==> config.mk <==
export PLATFORM = sky130hd
export DESIGN_NAME = nss_ctrl
export DESIGN_NICKNAME = d
export VERILOG_FILES = /design/src/design/nss_pkg.sv /design/src/design/nss_ctrl.sv
export SDC_FILE = /design/constraint.sdc
export NUM_CORES = 1
export LEC_CHECK = 0
export BUFFER_PORTS_ARGS = -buffer_cell sky130_fd_sc_hd__buf_4
export CORE_MARGIN = 2
export CORE_UTILIZATION = 51
export DETAILED_ROUTE_END_ITERATION = 12
export GPL_TIMING_DRIVEN = 1
export HOLD_SLACK_MARGIN = 0.15
export PLACE_DENSITY = 0.78
export SYNTH_ARGS = -nofsm -noshare
export SYNTH_HDL_FRONTEND = slang
export SYNTH_SLANG_ARGS = --single-unit
==> constraint.sdc <==
create_clock -name clk_i -period 2.7 [get_ports clk_i]
set_input_delay 0.27 -clock clk_i [delete_from_list [all_inputs] [get_ports clk_i]]
set_output_delay 0.27 -clock clk_i [all_outputs]
set_load 0.02 [all_outputs]
==> src/design/nss_pkg.sv <==
package nss_pkg;

  localparam int MAX_STATIONS = 1024;
  localparam int IDX_W = (MAX_STATIONS > 1) ? $clog2(MAX_STATIONS) : 1;
  localparam int CNT_W = $clog2(MAX_STATIONS + 1);
  localparam int ID_W = 24;
  localparam int POS_W = 32;
  localparam int MAG_W = POS_W;
  localparam int SQ_W = 2 * MAG_W;
  localparam int DIST_W = SQ_W + 1;

  typedef enum logic [1:0] {
    OP_LOAD  = 2'd0,
    OP_QUERY = 2'd1,
    OP_CLEAR = 2'd2
  } nss_op_e;

  typedef struct packed {
    logic             load_en;
    logic             clear_en;
    logic             query_en;
    logic             rd_en;
    logic [IDX_W-1:0] rd_addr;
  } nss_cmd_t;

  typedef struct packed {
    logic [CNT_W-1:0] count;
    logic             pipe_busy;
  } nss_stat_t;

endpackage

==> src/design/nss_ctrl.sv <==
module nss_ctrl (
  input  logic                clk_i,
  input  logic                rst_ni,
  input  logic                start,
  input  logic [1:0]          operation_i,
  input  nss_pkg::nss_stat_t  stat_i,
  output nss_pkg::nss_cmd_t   cmd_o,
  output logic                busy,
  output logic                result_valid_o
);
  import nss_pkg::*;

  typedef enum logic [1:0] {
    S_IDLE,
    S_SCAN,
    S_DRAIN
  } state_e;

  state_e           state_q;
  logic [CNT_W-1:0] addr_q;
  logic             done_q;
  logic             accept;
  logic             scan_rd;

  assign busy    = (state_q != S_IDLE);
  assign accept  = start && !busy;
  assign scan_rd = (state_q == S_SCAN) && (addr_q < stat_i.count);

  always_comb begin
    cmd_o = '0;
    if (accept) begin
      unique case (nss_op_e'(operation_i))
        OP_LOAD:  cmd_o.load_en  = 1'b1;
        OP_QUERY: cmd_o.query_en = 1'b1;
        OP_CLEAR: cmd_o.clear_en = 1'b1;
        default:  cmd_o = '0;
      endcase
    end
    cmd_o.rd_en   = scan_rd;
    cmd_o.rd_addr = addr_q[IDX_W-1:0];
  end

  always_ff @(posedge clk_i or negedge rst_ni) begin
    if (!rst_ni) begin
      state_q <= S_IDLE;
      addr_q  <= '0;
      done_q  <= 1'b0;
    end else begin
      done_q <= 1'b0;
      unique case (state_q)
        S_IDLE: begin
          if (accept && (nss_op_e'(operation_i) == OP_QUERY)) begin
            state_q <= S_SCAN;
            addr_q  <= '0;
          end
        end
        S_SCAN: begin
          if (scan_rd) begin
            addr_q <= addr_q + 1'b1;
          end else begin
            state_q <= S_DRAIN;
          end
        end
        S_DRAIN: begin
          if (!stat_i.pipe_busy) begin
            done_q  <= 1'b1;
            state_q <= S_IDLE;
          end
        end
        default: state_q <= S_IDLE;
      endcase
    end
  end

  assign result_valid_o = done_q;

  a_done_after_drain: assert property (@(posedge clk_i) disable iff (!rst_ni)
    done_q |-> $past(state_q == S_DRAIN))
    else $error("result strobe without drain");

  a_rd_in_range: assert property (@(posedge clk_i) disable iff (!rst_ni)
    cmd_o.rd_en |-> (addr_q < stat_i.count) && (state_q == S_SCAN))
    else $error("read beyond stored stations");

  a_no_cmd_busy: assert property (@(posedge clk_i) disable iff (!rst_ni)
    busy |-> !(cmd_o.load_en || cmd_o.query_en || cmd_o.clear_en))
    else $error("command issued while busy");

endmodule

; ---- Word level (Yosys, flattened, before mapping)
; Index checks and enable logic that the tools add are counted.
[classes]
n_addsub = 1
n_lt_le_gt_ge = 1
n_eq_ne = 8
n_mux = 13
reduce_logical = 10
[ops]
columns = operator, n
row1 = 11-bit 2-to-1 mux, 2
row2 = 11-bit case mux with 2 select lines, 1
row3 = 14-bit 2-to-1 mux, 1
row4 = 11-bit by 1-bit adder with 11-bit output (second input constant), 1
row5 = 11-bit < comparator, 1
row6 = 2-bit inequality test (second input constant), 4
row7 = 2-bit 2-to-1 mux, 3
row8 = 2-bit case mux with 3 select lines, 1
row9 = 3-bit AND reduction, 2
row10 = 1-bit 2-to-1 mux, 5
row11 = 2-bit by 1-bit == test with 1-bit output (second input constant), 2
row12 = 2-bit == test (second input constant), 2
row13 = 2-bit zero test, 2
row14 = 2-bit nonzero test, 2
row15 = 1-bit logical AND, 3
row16 = 1-bit zero test, 1
[word_totals]
regBits = 14
inputBits = 17
out_inout_bits = 16
elab_cells = 36

; ---- Logic depth before layout (Yosys ltp)
[logic_depth]
depth_word = 6
ltp_mapped = 11
depth_no_buf = 10

; ---- Worst setup path after synthesis
; Ideal clock, no wire load.
[synth_path]
path_type = reg2out
startpoint = reg addr_q[6]
endpoint = out cmd_o[10] in the netlist's numbering
arrival_ns = 1.679
required_time_ns = 2.430
setup_slack_ns = 0.751
stages_incl_launch_ff = 10
path_buffers = 2
path_cell_list = dfrtp_1 -> ha_1 -> a21oi_1 -> o21ai_0 -> a21o_1 -> a21oi_2 -> nand2_2 -> inv_2 -> buf_6 -> buf_4
[synth_between]
elab_chain_cells = 2
[synth_lines]
columns = element, line
row1 = "start, declared", nss_ctrl.sv:20  ; logic [CNT_W-1:0] addr_q;
row2 = "start signal, assigned", nss_ctrl.sv:59  ; addr_q <= addr_q + 1'b1;
row3 = 11-bit < comparator, nss_ctrl.sv:27  ; assign scan_rd = (state_q == S_SCAN) && (addr_q < stat_i.count);
row4 = 1-bit logical AND, nss_ctrl.sv:27
row5 = "end, declared", nss_ctrl.sv:7  ; output nss_pkg::nss_cmd_t cmd_o,
; No other way between the ends.

==> flow_summary.yaml <==
layout:
  fin_util_pct: 66.1
  drive_gt1_share_pct: 28.4
  fin_cells: 182
  nets: 184
  area_growth_pct: 20.5
  diodes: 0
  fin_area_mm2: 0.00132
  n_fill_cell: 166
placement:
  dp_slack_ps: 410
  postPlaceCellArea_mm2: 0.00127
  gp_congestion: 0.793
  dp.cells: 176
  port_buffers: 32
  dp_hpwl_um: 1810
route:
  via_count: 958
  wl_per_cell_um: 12.7
  initialDrtViolationCount: 11
  postRouteAntennaNets: 0
  viasPerCell: 5.26
  drt-pass1-iter-count: 4
  totalWireLength_um: 2300
  drc_errors: 0
logic_synthesis:
  ys_ff_latch: 14
  synth_top_area_share_pct: 31.9
  syn_avg_cell_area_um2: 8.44
  syn_area_mm2: 0.00110
  ys_seq_area_share_pct: 31.9
  syn_inst: 130
  synth_nets: 158
  synth.distinct_cells: 36
  synthTopCellsByArea: "dfrtp_1 (32%), ha_1 (13%), buf_4 (7.5%)"
  yosys_warnings: 0
  async_flop_share_pct: 100
  synth_edf_count: 0
  dominantRegCellSynth: "dfrtp_1"
  yosysTopAreaCell: "dfrtp_1"
run:
  cap_violations: 0
sta:
  fin_crit_ps: 2470
  finalSetupViolCount: 0
  rsz0062_at_grt: "false"
  timing.final.ws_setup_ps: 231
  setup_tns_ps: 0
  max_freq_mhz: 405
  whs_ps: 373
  final_max_slew_viol_count: 0
  finalHoldViolCount: 0
  max_slew_margin_pct: 46.7
  tightest_slew_ps: 796
  min_period_over_period_pct: 91.5
  clock_skew_ps: 2.94
floorplan:
  rows: 16
  fp.coreArea_mm2: 0.00200
  die_h_um: 50.4
  die_area_mm2: 0.00254
  start_util_pct: 54.8
  io_pins: 33
  die_x_um: 50.4
clock_tree:
  clock_latency_ps: 280
  cts_tree: "built"
  root_buffer: "clkbuf_4"
  numCtsBuffers: 3
  cts_sinks: 14
  cts_max_path_buffers: 2
  htreeDepth: 1
  post-cts-setup-buffers: 0
  cts.clk_slew.worst_paths_ps: 90
global_route:
  grt_usage_pct: 20.5
  gr-usage-met3_pct: 3.57
  use_met1_pct: 27.5
  antenna_found_initial: 0
  grt_max_degree: 15
  grt_pass1_wl_um: 4060
  use_met2_pct: 34.6
  overflow: 0
  grt_pass1_vias: 938
  busiest_layer: "met2"
power:
  ir_drop_uv: 572
  internal_power_mw: 0.563
  power.total_mw: 0.986
  clock_power_share_pct: 15.5
  p_switching_mw: 0.423
  pwr-share-comb_pct: 48.6
  cellPowerDensity_mw_per_mm2: 746
  p_leak_nw: 0.699
  seq_power_share_pct: 35.9
  switching_share_pct: 42.9
critical_path:
  r2r_setup_slack_ps: 400
  cp_cell_sequence: "ha_1 -> a21oi_1 -> o21ai_0 -> a21o_1 -> a21oi_2 -> nand2_2 -> inv_2 -> buf_4"
  worst_setup_path_start_kind: "flop"
  crit_type: "flop to primary output"
  critPathSlowestCell: "dfrtp_1"
  crit_required_ps: 2430
  slowest_delay_ps: 480
  cp_max_fo: 12
  reg2reg_depth: 7
  end_kind: "primary output"
  critPathArrivalTime_ps: 2200
hold_path:
  hp-class: "input port to asynchronous set/reset pin"
status:
  status: "complete, no violations"
repair_timing:
| item | 4_1_cts | 5_1_grt |
|---|---|---|
| hold buffers | 2 | 0 |
| hold endpoints to repair | 15 | 0 |
| resized for setup | 0 | 0 |
sequential cells by signal, summed over array words and instances, names as in the netlist:
register	count
addr_q	11
result_valid_o	1
state_q	2
power by group through the flow:
stage / logic [mW] / clock network [mW] / registers, mW
final: 0.479 / 0.153 / 0.354
after global routing: 0.538 / 0.162 / 0.365
after CTS: 0.482 / 0.155 / 0.353
after detailed placement: 0.478 / 0 / 0.357
after global placement: 0.465 / 0 / 0.349
after floorplan: 0.406 / 0 / 0.332
kinds of logic after synthesis:
family | count (synthesis) | share of synthesized area [%]
AO/OA/AOI/OAI | 31 | 17.9
adder cells (fa/ha/maj) | 11 | 12.5
buffers and inverters | 30 | 15.4
flip-flops | 14 | 31.9
multiplexers | 1 | 0.912
AND/OR/NAND/NOR | 43 | 21.3
cells in the mapped netlist (2+ instances only):
| library cell | number |
|---|---|
| o21ai_0 | 5 |
| nand3_1 | 5 |
| and3_1 | 5 |
| nor3b_1 | 2 |
| o21ai_1 | 4 |
| ha_1 | 11 |
| nand2_1 | 12 |
| a21oi_1 | 11 |
| dfrtp_1 | 14 |
| buf_6 | 2 |
| inv_1 | 16 |
| nor2_1 | 8 |
| buf_4 | 11 |
| nor2b_1 | 2 |
layout by cell type (no fill, tap or decap), types with 2 or more instances in the layout:
cell type	n
o21ai_0	5
nor2_1	8
dfrtp_1	14
a21oi_1	11
nor3b_1	2
dlygate4sd3_1	2
nand3_1	5
nand2_1	12
clkbuf_4	3
inv_1	16
and3_1	5
o21ai_1	4
ha_1	11
nor2b_1	2
buf_4	32
final timing paths:
kind,from,to
setup / recovery,addr_q[6]$_DFFE_PN0P_,cmd_o[10]
hold / removal,rst_ni,state_q[0]$_DFFE_PN0P_
setup reg to reg,addr_q[6]$_DFFE_PN0P_,addr_q[6]$_DFFE_PN0P_
hold reg to reg,addr_q[8]$_DFFE_PN0P_,addr_q[8]$_DFFE_PN0P_
max in group asynchronous,rst_ni,state_q[1]$_DFFE_PN0P_
min in group clk_i,addr_q[8]$_DFFE_PN0P_,addr_q[8]$_DFFE_PN0P_
layout make-up:
cell class	instances	area, µm²	area share (%)
sequential	14	350	26.5
tap	27	33.8	2.55
multi-input combinational	86	578	43.7
timing repair buffer	34	260	19.7
inverter	17	63.8	4.82
clock buffer	4	36.3	2.74
layer usage:
metal	share of wire (%)	up-vias
li1	-	489
met1	47	437
met2	48	30
met3	4.4	2
met4	0.65	0
met5	0	-
worst max-delay path: cells and delay by family (launching register included):
kind | cells | cell delay (ps)
AO/OA/AOI/OAI | 4 | 660
adder cells (fa/ha/maj) | 1 | 330
buffers and inverters | 2 | 360
flip-flops | 1 | 480
AND/OR/NAND/NOR | 1 | 100
Power figures use the tool's default switching activity.
